$ cat src/rtl/hsv2rgb_pkg.sv
// Shared types, constants and an arithmetic helper for the HSV to RGB converter.
package hsv2rgb_pkg;

    localparam int FULL        = 255;
    localparam int SECTOR_DEG  = 60;
    localparam int SECTORS     = 6;
    localparam int RECIP_60    = 1093;
    localparam int RECIP_SHIFT = 16;
    localparam int FRAC_NUM    = 17;
    localparam int FRAC_SHIFT  = 2;

    localparam logic [2:0] SEC_RED_YELLOW    = 3'd0;
    localparam logic [2:0] SEC_YELLOW_GREEN  = 3'd1;
    localparam logic [2:0] SEC_GREEN_CYAN    = 3'd2;
    localparam logic [2:0] SEC_CYAN_BLUE     = 3'd3;
    localparam logic [2:0] SEC_BLUE_MAGENTA  = 3'd4;
    localparam logic [2:0] SEC_MAGENTA_RED   = 3'd5;

    typedef struct packed {
        logic [2:0] sector;
        logic [7:0] frac;
        logic [7:0] sat;
        logic [7:0] val;
    } t_item;

    // Exact floor(x / 255) for any product of two bytes.
    function automatic logic [7:0] div255(input logic [15:0] x);
        logic [16:0] sum;
        begin
            sum = {1'b0, x} + 17'(x[15:8]) + 17'd1;
            return sum[15:8];
        end
    endfunction

endpackage

$ cat src/rtl/hsv2rgb_front.sv
// Front stage: accepts a pixel request and splits the hue into sector and fraction.
module hsv2rgb_front (
    input  logic                 i_clk,
    input  logic                 i_rst_n,
    input  logic                 i_valid,
    output logic                 o_ready,
    input  logic [9:0]           i_hue,
    input  logic [7:0]           i_sat,
    input  logic [7:0]           i_val,
    output logic                 o_valid,
    input  logic                 i_ready,
    output hsv2rgb_pkg::t_item   o_item
);

    logic                r_valid;
    hsv2rgb_pkg::t_item  r_item;
    hsv2rgb_pkg::t_item  n_item;
    logic [20:0]         recip_prod;
    logic [4:0]          quot;
    logic [9:0]          quot_x60;
    logic [5:0]          rem;
    logic [9:0]          frac_x;
    logic [2:0]          sector;

    always_comb begin
        recip_prod = 21'(i_hue) * 21'(hsv2rgb_pkg::RECIP_60);
        quot       = recip_prod[20:hsv2rgb_pkg::RECIP_SHIFT];
        quot_x60   = 10'(quot) * 10'(hsv2rgb_pkg::SECTOR_DEG);
        rem        = 6'(i_hue - quot_x60);
        frac_x     = 10'(rem) * 10'(hsv2rgb_pkg::FRAC_NUM);
        if (quot >= 5'(2 * hsv2rgb_pkg::SECTORS)) begin
            sector = 3'(quot - 5'(2 * hsv2rgb_pkg::SECTORS));
        end else if (quot >= 5'(hsv2rgb_pkg::SECTORS)) begin
            sector = 3'(quot - 5'(hsv2rgb_pkg::SECTORS));
        end else begin
            sector = 3'(quot);
        end
        n_item.sector = sector;
        n_item.frac   = frac_x[hsv2rgb_pkg::FRAC_SHIFT +: 8];
        n_item.sat    = i_sat;
        n_item.val    = i_val;
    end

    assign o_ready = !r_valid || i_ready;
    assign o_valid = r_valid;
    assign o_item  = r_item;

    always_ff @(posedge i_clk) begin
        if (!i_rst_n) begin
            r_valid <= 1'b0;
        end else if (o_ready) begin
            r_valid <= i_valid;
        end
    end

    always_ff @(posedge i_clk) begin
        if (i_valid && o_ready) begin
            r_item <= n_item;
        end
    end

endmodule

$ cat src/rtl/hsv2rgb_queue.sv
// Small first-in first-out queue between the front and back stages.
module hsv2rgb_queue #(
    parameter int DEPTH = 4
) (
    input  logic                 i_clk,
    input  logic                 i_rst_n,
    input  logic                 i_push,
    input  hsv2rgb_pkg::t_item   i_data,
    output logic                 o_full,
    output logic                 o_valid,
    input  logic                 i_pop,
    output hsv2rgb_pkg::t_item   o_data
);

    localparam int PTR_W = $clog2(DEPTH);
    localparam int CNT_W = $clog2(DEPTH + 1);

    hsv2rgb_pkg::t_item  r_mem [DEPTH];
    logic [PTR_W-1:0]    r_wr_ptr;
    logic [PTR_W-1:0]    r_rd_ptr;
    logic [CNT_W-1:0]    r_count;
    logic [PTR_W-1:0]    n_wr_ptr;
    logic [PTR_W-1:0]    n_rd_ptr;
    logic                push;
    logic                pop;

    assign o_full  = (r_count == CNT_W'(DEPTH));
    assign o_valid = (r_count != '0);
    assign o_data  = r_mem[r_rd_ptr];
    assign push    = i_push && !o_full;
    assign pop     = i_pop && o_valid;

    always_comb begin
        n_wr_ptr = (r_wr_ptr == PTR_W'(DEPTH - 1)) ? '0 : r_wr_ptr + PTR_W'(1);
        n_rd_ptr = (r_rd_ptr == PTR_W'(DEPTH - 1)) ? '0 : r_rd_ptr + PTR_W'(1);
    end

    always_ff @(posedge i_clk) begin
        if (!i_rst_n) begin
            r_wr_ptr <= '0;
            r_rd_ptr <= '0;
            r_count  <= '0;
        end else begin
            if (push) begin
                r_wr_ptr <= n_wr_ptr;
            end
            if (pop) begin
                r_rd_ptr <= n_rd_ptr;
            end
            if (push && !pop) begin
                r_count <= r_count + CNT_W'(1);
            end else if (pop && !push) begin
                r_count <= r_count - CNT_W'(1);
            end
        end
    end

    always_ff @(posedge i_clk) begin
        if (push) begin
            r_mem[r_wr_ptr] <= i_data;
        end
    end

    a_count_bound: assert property (@(posedge i_clk) disable iff (!i_rst_n)
        r_count <= CNT_W'(DEPTH))
        else $error("queue fill count exceeds depth");

    a_count_up: assert property (@(posedge i_clk) disable iff (!i_rst_n)
        (push && !pop) |=> (r_count == $past(r_count) + CNT_W'(1)))
        else $error("queue count did not rise on a lone write");

    a_count_down: assert property (@(posedge i_clk) disable iff (!i_rst_n)
        (pop && !push) |=> (r_count == $past(r_count) - CNT_W'(1)))
        else $error("queue count did not fall on a lone read");

endmodule

$ cat src/rtl/hsv2rgb_back.sv
// Back pipeline: forms p, q and t and routes them to the colour channels.
module hsv2rgb_back (
    input  logic                 i_clk,
    input  logic                 i_rst_n,
    input  logic                 i_valid,
    output logic                 o_pop,
    input  hsv2rgb_pkg::t_item   i_item,
    output logic                 o_valid,
    input  logic                 i_ready,
    output logic [7:0]           o_red,
    output logic [7:0]           o_green,
    output logic [7:0]           o_blue
);

    logic [3:0]  r_vld;
    logic        en;

    logic [15:0] r1_pprod;
    logic [15:0] r1_fs;
    logic [15:0] r1_fcs;
    logic [7:0]  r1_val;
    logic [2:0]  r1_sector;

    logic [7:0]  r2_p;
    logic [7:0]  r2_a;
    logic [7:0]  r2_b;
    logic [7:0]  r2_val;
    logic [2:0]  r2_sector;

    logic [15:0] r3_qprod;
    logic [15:0] r3_tprod;
    logic [7:0]  r3_p;
    logic [7:0]  r3_val;
    logic [2:0]  r3_sector;

    logic [7:0]  r4_red;
    logic [7:0]  r4_green;
    logic [7:0]  r4_blue;

    logic [7:0]  q;
    logic [7:0]  t;
    logic [7:0]  n_red;
    logic [7:0]  n_green;
    logic [7:0]  n_blue;

    assign en      = !r_vld[3] || i_ready;
    assign o_pop   = en && i_valid;
    assign o_valid = r_vld[3];
    assign o_red   = r4_red;
    assign o_green = r4_green;
    assign o_blue  = r4_blue;

    always_ff @(posedge i_clk) begin
        if (!i_rst_n) begin
            r_vld <= '0;
        end else if (en) begin
            r_vld <= {r_vld[2:0], i_valid};
        end
    end

    always_comb begin
        q = hsv2rgb_pkg::div255(r3_qprod);
        t = hsv2rgb_pkg::div255(r3_tprod);
        unique case (r3_sector)
            hsv2rgb_pkg::SEC_RED_YELLOW: begin
                n_red = r3_val; n_green = t;      n_blue = r3_p;
            end
            hsv2rgb_pkg::SEC_YELLOW_GREEN: begin
                n_red = q;      n_green = r3_val; n_blue = r3_p;
            end
            hsv2rgb_pkg::SEC_GREEN_CYAN: begin
                n_red = r3_p;   n_green = r3_val; n_blue = t;
            end
            hsv2rgb_pkg::SEC_CYAN_BLUE: begin
                n_red = r3_p;   n_green = q;      n_blue = r3_val;
            end
            hsv2rgb_pkg::SEC_BLUE_MAGENTA: begin
                n_red = t;      n_green = r3_p;   n_blue = r3_val;
            end
            default: begin
                n_red = r3_val; n_green = r3_p;   n_blue = q;
            end
        endcase
    end

    always_ff @(posedge i_clk) begin
        if (en) begin
            r1_pprod  <= 16'(8'(hsv2rgb_pkg::FULL) - i_item.sat) * 16'(i_item.val);
            r1_fs     <= 16'(i_item.frac) * 16'(i_item.sat);
            r1_fcs    <= 16'(8'(hsv2rgb_pkg::FULL) - i_item.frac) * 16'(i_item.sat);
            r1_val    <= i_item.val;
            r1_sector <= i_item.sector;

            r2_p      <= hsv2rgb_pkg::div255(r1_pprod);
            r2_a      <= 8'(hsv2rgb_pkg::FULL) - hsv2rgb_pkg::div255(r1_fs);
            r2_b      <= 8'(hsv2rgb_pkg::FULL) - hsv2rgb_pkg::div255(r1_fcs);
            r2_val    <= r1_val;
            r2_sector <= r1_sector;

            r3_qprod  <= 16'(r2_a) * 16'(r2_val);
            r3_tprod  <= 16'(r2_b) * 16'(r2_val);
            r3_p      <= r2_p;
            r3_val    <= r2_val;
            r3_sector <= r2_sector;

            r4_red    <= n_red;
            r4_green  <= n_green;
            r4_blue   <= n_blue;
        end
    end

    a_hold_on_stall: assert property (@(posedge i_clk) disable iff (!i_rst_n)
        !en |=> $stable(r_vld))
        else $error("pipeline advanced while the output was stalled");

endmodule

$ cat src/rtl/hsv_to_rgb_converter_core.sv
// Top level of the HSV to RGB converter: front stage, queue and back pipeline.
//
//  Channel  Direction  Handshake               Payload (lowest bit first)
//  s        in         i_s_tvalid/o_s_tready   hue[9:0], saturation[17:10], value[25:18]
//  m        out        o_m_tvalid/i_m_tready   red[7:0], green[15:8], blue[23:16]
//
// One request is accepted per clock while o_s_tready is high; its result passes
// through the front stage register, the queue and the four back stages, in that
// order, before it is presented on the m channel.
// Reset is synchronous and clears only the valid bits, queue pointers and queue count.
// A stalled output holds the back pipeline; the queue then absorbs the front
// stage until it fills; o_s_tready falls when the front stage also holds a request.
module hsv_to_rgb_converter_core #(
    parameter int QUEUE_DEPTH = 4
) (
    input  logic        i_clk,
    input  logic        i_rst_n,
    input  logic        i_s_tvalid,
    output logic        o_s_tready,
    input  logic [31:0] i_s_tdata,   // hue, saturation, brightness_value, zero pad
    output logic        o_m_tvalid,
    input  logic        i_m_tready,
    output logic [23:0] o_m_tdata    // red, green, blue
);

    logic                front_valid;
    hsv2rgb_pkg::t_item  front_item;
    logic                q_full;
    logic                q_valid;
    logic                q_pop;
    hsv2rgb_pkg::t_item  q_item;
    logic [7:0]          red;
    logic [7:0]          green;
    logic [7:0]          blue;

    hsv2rgb_front u_front (
        .i_clk   (i_clk),
        .i_rst_n (i_rst_n),
        .i_valid (i_s_tvalid),
        .o_ready (o_s_tready),
        .i_hue   (i_s_tdata[9:0]),
        .i_sat   (i_s_tdata[17:10]),
        .i_val   (i_s_tdata[25:18]),
        .o_valid (front_valid),
        .i_ready (!q_full),
        .o_item  (front_item)
    );

    hsv2rgb_queue #(
        .DEPTH (QUEUE_DEPTH)
    ) u_queue (
        .i_clk   (i_clk),
        .i_rst_n (i_rst_n),
        .i_push  (front_valid),
        .i_data  (front_item),
        .o_full  (q_full),
        .o_valid (q_valid),
        .i_pop   (q_pop),
        .o_data  (q_item)
    );

    hsv2rgb_back u_back (
        .i_clk   (i_clk),
        .i_rst_n (i_rst_n),
        .i_valid (q_valid),
        .o_pop   (q_pop),
        .i_item  (q_item),
        .o_valid (o_m_tvalid),
        .i_ready (i_m_tready),
        .o_red   (red),
        .o_green (green),
        .o_blue  (blue)
    );

    assign o_m_tdata = {blue, green, red};

endmodule
$ cat config.mk
export PLATFORM = sky130hd
export DESIGN_NAME = hsv_to_rgb_converter_core
export DESIGN_NICKNAME = d
export VERILOG_FILES = /design/src/rtl/hsv2rgb_pkg.sv /design/src/rtl/hsv2rgb_front.sv /design/src/rtl/hsv2rgb_queue.sv /design/src/rtl/hsv2rgb_back.sv /design/src/rtl/hsv_to_rgb_converter_core.sv
export SDC_FILE = /design/constraint.sdc
export NUM_CORES = 1
export LEC_CHECK = 0
export BUFFER_PORTS_ARGS = -buffer_cell sky130_fd_sc_hd__clkbuf_2
export CAP_MARGIN = 20
export CORE_ASPECT_RATIO = 0.5
export CORE_MARGIN = 10
export CORE_UTILIZATION = 69
export CTS_CLUSTER_SIZE = 40
export DETAILED_ROUTE_END_ITERATION = 16
export GPL_ROUTABILITY_DRIVEN = 1
export MAX_ROUTING_LAYER = met4
export PLACE_DENSITY = 0.95
export SLEW_MARGIN = 15
export SYNTH_ARGS = -nofsm -noshare
export SYNTH_HDL_FRONTEND = slang
export SYNTH_SLANG_ARGS = --single-unit
$ cat constraint.sdc
create_clock -name i_clk -period 15.8 [get_ports i_clk]
set_input_delay 1.58 -clock i_clk [delete_from_list [all_inputs] [get_ports i_clk]]
set_output_delay 1.58 -clock i_clk [all_outputs]
set_load 0.01 [all_outputs]
== After elaboration in Yosys (flattened, before gate mapping) ==
Memories as Yosys holds them, arrays and structs flattened. A register that Yosys moved wholly into a read port is not among the register bits.
Cells that the tools add are included.
Cells by class
  $add $sub $neg: 21
  multiply operators: 8
  order comparisons: 2
  eq/ne operators: 7
  muxes and demuxes: 13
  reduce and logical (&&, ||, !) cells: 20
Operators with widths (number)
  16-bit by 1-bit adder with 16-bit output, second input constant: 5
  16-bit by 8-bit adder with 16-bit output: 5
  8-bit one-hot mux with 3 select lines: 3
  8-bit by 8-bit multiplier with 16-bit output: 3
  16-bit by 8-bit multiplier with 16-bit output: 2
  10-bit by 11-bit multiplier with 21-bit output, second input constant: 1
  8-bit by 8-bit subtractor with 9-bit output, first input constant: 2
  8-bit subtractor, first input constant: 2
  3-bit two-way mux: 4
  6-bit by 5-bit multiplier with 10-bit output, second input constant: 1
  2-bit two-way mux: 4
  2-bit OR reduction: 4
  3-bit by 2-bit == test with 1-bit output, second input constant: 2
  3-bit == test, second input constant: 2
  1-bit logical AND: 6
  3-bit subtractor, second input constant: 2
  6-bit subtractor: 1
  5-bit by 3-bit greater-or-equal comparator with 1-bit output, second input constant: 1
  5-bit by 4-bit greater-or-equal comparator with 1-bit output, second input constant: 1
  1-bit zero test: 5
  5-bit by 4-bit multiplier with 4-bit output, second input constant: 1
  2-bit by 1-bit adder with 2-bit output, second input constant: 2
  2-bit == test, second input constant: 2
  3-bit by 1-bit adder with 3-bit output, second input constant: 1
  other kinds (7): 9
Word-level totals
  flip-flop bits (word level): 208
  RAM bits: 108
  input bits: 36
  output and inout port bits: 26
  memories kept: 1
Memories
  u_queue.r_mem: words 4, width 27, read ports 1, clocked after memory_dff 1, write ports 1, line hsv2rgb_queue.sv:18  | hsv2rgb_pkg::t_item r_mem [DEPTH];

== Longest topological paths before layout ==
  word-level depth: 7
  mapped depth: 30
  gate-level depth less buffers: 30

== Hierarchy ==
Synthesis repeated with hierarchy kept, for this count alone.
Unflattened totals
  cell total of the unflattened synthesis: 2130
  area total of the unflattened synthesis: 24882.6 µm²
By module, submodules not included
  hsv2rgb_back: instances 1, cells each 1742, area an instance 18106.1 µm²
  hsv2rgb_queue: instances 1, cells each 192, area an instance 4425.5 µm²
  hsv2rgb_front: instances 1, cells each 195, area an instance 2347.3 µm²
  hsv_to_rgb_converter_core: instances 1, cells each 1, area an instance 3.8 µm²

== Least setup slack after synthesis ==
No wires, ideal clock.
  path type: input-to-reg
  start point: in i_s_tdata[1]
  end point: reg u_front.r_item, in the netlist u_front.o_item[23], data pin
  library setup time: 0.264 ns
  arrival time: 7.103 ns
  required time: 15.536 ns
  setup slack: 8.433 ns
  stages on the path: 29
  path buffers: 0
  path through: ha_1 > ha_1 > ha_1 > inv_1 > fa_1 > fa_1 > inv_1 > ha_1 > nor4bb_1 > a2111oi_0 > o21bai_1 > nand2_1 > xnor2_1 > inv_1 > ha_1 > inv_1 > ha_1 > ha_1 > inv_1 > ha_1 > o21ai_0 > nand2b_1 > xnor2_1 > xnor2_1 > ha_1 > ha_1 > fa_1 > and3_1 > xor2_1
On the way
  cells in the longest elaborated chain, start to end: 4
Ends and longest elaborated chain
  start, declared: line hsv_to_rgb_converter_core.sv:20  | input logic [31:0] i_s_tdata,
  10-bit by 11-bit multiplier with 21-bit output: line hsv2rgb_front.sv:26  | recip_prod = 21'(i_hue) * 21'(hsv2rgb_pkg::RECIP_60);
  5-bit by 4-bit multiplier with 4-bit output: line hsv2rgb_front.sv:28  | quot_x60 = 10'(quot) * 10'(hsv2rgb_pkg::SECTOR_DEG);
  6-bit subtractor *: line hsv2rgb_front.sv:29  | rem = 6'(i_hue - quot_x60);
  6-bit by 5-bit multiplier with 10-bit output *: line hsv2rgb_front.sv:30  | frac_x = 10'(rem) * 10'(hsv2rgb_pkg::FRAC_NUM);
  via u_front.frac_x[9]: line hsv2rgb_front.sv:22  | logic [9:0] frac_x;
  end signal, assigned: line hsv2rgb_front.sv:58  | r_item <= n_item;
  end, declared: line hsv2rgb_front.sv:16  | hsv2rgb_pkg::t_item r_item;
Mark *: on every way through the listed nets, which the timed path passes. The rest lies on a longest branch.
A chain may end at the register's enable or synchronous reset.

== Worst setup path in the final report ==
  start point: in i_s_tdata[3]
  end point: reg u_front.r_item, in the netlist u_front.o_item[23], data pin
Same word-level chain as after synthesis.

==> run metrics <==
worst min-delay path class=flop to flop; flop and latch count out of synthesis=318; number of levels in the clock H-tree=1; Die Span X=around 280 µm; most repeated cell in the gate-level netlist after synthesis=inv_1; count of TritonRoute iterations in the first routing pass=6; Synth Warn #=0; average via count per standard cell=6.14; Detailed Route WL=between 50 and 60 mm; top post-synthesis cells by area=edfxtp_1 38%, fa_1 16%, ha_1 14%; RSZ-0062 raised after global routing=no; Initial Utilization=a little over two thirds; type of element launching the critical path=input pin; Antenna diodes=0; buffer cell driving the clock tree root=clkbuf_16; # IOs=a little over 60; Worst EP arrival=around 8000 ps; hold-fix buffers at CTS=0; Reg clk slew, reported paths=around 70 ps; result of the run=complete, no violations; deepest clock path buffer count=3; slowest stage cell, crit path=a2111oi_0; via count of the first global-routing pass=roughly 17k; proportion of layout cells with a drive suffix above 1=under 10%; first-iteration detailed-routing DRC count=approximately 1.8k; Max Cap Viol=0; std cell rows=48; instance count of the mapped netlist=~2.2k; Worst Max-Slew Pin Slew=1110 ps; initial antenna violation count=0; mean instance size in the synthesized netlist=around 11 µm²; routed wire length per instance=around 20 µm; routing usage on met3=between 4 and 5%; type of the setup path with the least slack=input pin to flop; largest net degree at the start of global routing=between 90 and 100; post-route ant nets=0; first-pass GRT wire length=between 80 and 90 mm; number of gates resized after cts=0; Port Buffers=between 50 and 60; post-synth top area share=between 30% and 40%; estimated wirelength of the detail-placed design=around 38 mm; area of all sequential standard cells=about 9400 µm²; final setup vio count=0; relative slew slack=25.5%; overall die height=approximately 150 µm; number of unique standard cell types used by synthesis=73; max frequency=about 130 MHz; final worst path period share=roughly half; fill count=about 1.9k; Critical Path Sink Type=flop; CORE AREA=34500 µm²; area of the mapped netlist=around 24000 µm²; clk_skew=30.6 ps; number of synthesized flops with an enable pin=304; final number of max-transition violations=0; Worst Path Max Fanout=6; final net count=around 2.7k; vias=16.6k; routability congestion estimate from global placement=0.922; sequential area share after synthesis=about two fifths; Total Routing Usage GR=between 20% and 30%; endpoint required time on the critical path=16120 ps; area growth from synthesis to layout=7.00%; Yosys top cell by area=edfxtp_1; clock insertion delay at the later pin of the skew report=between 500 and 600 ps; net count after synthesis=approximately 2.7k; met1 demand-to-capacity share in global routing=between 20% and 30%; post-route setup TNS=0 ps; hold violation total from the final report=0; cell seen most often among critical-path stages=ha_1; busiest grt layer=met2; ys flop type=edfxtp_1; most instantiated cells after synthesis=305 x inv_1, 304 x edfxtp_1, 274 x ha_1; number of buffers created by CTS=29; final routed DRC violation total=0; total grt overflow=0; total area of multi-input combinational cells=between 10000 and 15000 µm²; count of clock tree sinks=between 300 and 400; GRT met2 Usage=around 44%; final critical path time including I/O delays and setup=between 7000 and 8000 ps; Max stage delay on crit path=between 400 and 500 ps; share of synthesized flip-flops with an asynchronous set or reset=0%; number of setup buffers added after CTS=0; Die Outline Area=43400 µm²; clock tree from TritonCTS=yes
## per-layer routing
| layer | vias to the layer above | part of all wire [%] |
|---|---|---|
| met2 | 911 | 50 |
| met5 | - | 0 |
| met1 | 8039 | 38 |
| li1 | 7389 | - |
| met3 | 249 | 8.0 |
| met4 | 0 | 4.4 |
## worst max-delay path, delay by kind of cell
kind / cells / cell delay, ps
adders and majority gates: 13 / 3790
AOI/OAI and AO/OA: 3 / 770
xor gates and xnor gates: 4 / 740
and+or+nand+nor: 4 / 540
buffers and inverters: 6 / 560
## through the flow
stage          hold WS (ps)  instance area, µm²  std cells  worst slack, ps  utilization, %
2_1_floorplan           400               24200       2154             8430               -
3_3_place_gp            403               25000       2649             7800            72.3
3_5_place_dp            405               25000       2649             7570            72.3
4_1_cts                 418               25900       2699             8100            74.9
5_1_grt                 426               25900       2700             7650            75.0
6_report                421               25900       2700             8130            75.0
## final timing paths
path | start | endpoint | slack, ps | cells after the start
max | i_s_tdata[3] | u_front.o_item[23]$_DFFE_PP_ | 8130 | 30
min | u_back.r2_p[0]$_DFFE_PN_ | u_back.r3_p[0]$_DFFE_PN_ | 420 | 0
max reg2reg | flop | u_back.r1_pprod[15]$_DFFE_PN_ | 9250 | 17
min reg2reg | u_back.r2_p[0]$_DFFE_PN_ | u_back.r3_p[0]$_DFFE_PN_ | 420 | 0
## cell families (layout without fill, tap and decap cells)
kind of cell | after synthesis | count (layout) | synth area share [%]
AND/OR/NAND/NOR | 590 | 590 | 11.1
buffers and inverters | 356 | 427 | 5.73
multiplexers | 62 | 62 | 3.06
adder cells (fa/ha/maj) | 466 | 466 | 30.1
flip-flops | 318 | 318 | 38.9
XOR/XNOR | 107 | 107 | 3.87
AO/OA/AOI/OAI | 255 | 255 | 7.32
## cell type report
type                            count  share of cell area (%)
Timing Repair Buffer               71                    1.60
Clock buffer                       32                    2.85
Multi-Input combinational cell   1480                    51.8
Tap cell                          475                    2.30
Clock inverter                     18                   0.623
Sequential cell                   318                    36.4
Inverter                          306                    4.46
## sequential cells by signal, summed over array words and instances (netlist names), 3 cells and up, named ones only
| name | cells |
|---|---|
| u_back.r3_tprod | 16 |
| u_back.r2_sector | 3 |
| u_back.r2_b | 8 |
| u_back.r2_val | 8 |
| u_back.r2_p | 8 |
| u_back.r3_sector | 3 |
| u_front.o_item | 27 |
| u_back.r3_p | 8 |
| u_back.r2_a | 8 |
| u_back.r1_fcs | 16 |
| u_back.r3_val | 8 |
| u_back.o_green | 8 |
| u_back.r1_fs | 16 |
| u_back.r1_pprod | 16 |
| u_back.r_vld | 4 |
| u_back.r3_qprod | 16 |
| u_back.o_blue | 8 |
| u_queue.r_mem | 108 |
| u_back.r1_sector | 3 |
| u_back.o_red | 8 |
| u_queue.r_count | 3 |
| u_back.r1_val | 8 |
## layout by cell type (no fill, tap or decap), drive strengths merged, types with 5 or more instances in the layout
cell     Yosys  routed
a211o        7       7
a211oi      11      11
a21boi      17      17
a21o        14      14
a21oi       48      48
a22oi        5       5
a31oi       11      11
and2        92      92
and3         7       7
buf          9      16
clkbuf      41      87
clkinv       1      12
dfxtp       14      14
edfxtp     304     304
fa         192     192
ha         274     274
inv        305     306
mux2        26      26
mux2i       29      29
mux4         7       7
nand2      228     228
nand2b      14      14
nand3       21      21
nor2       165     165
nor2b       21      21
nor3        19      19
o2111ai      5       5
o211ai       5       5
o21a        30      30
o21ai       58      58
o22ai        5       5
or2          7       7
xnor2       87      87
xor2        20      20
Power is left out: the tool's default activity adds up to more than one toggle a clock period on the data nets, which glitch-free logic cannot reach.
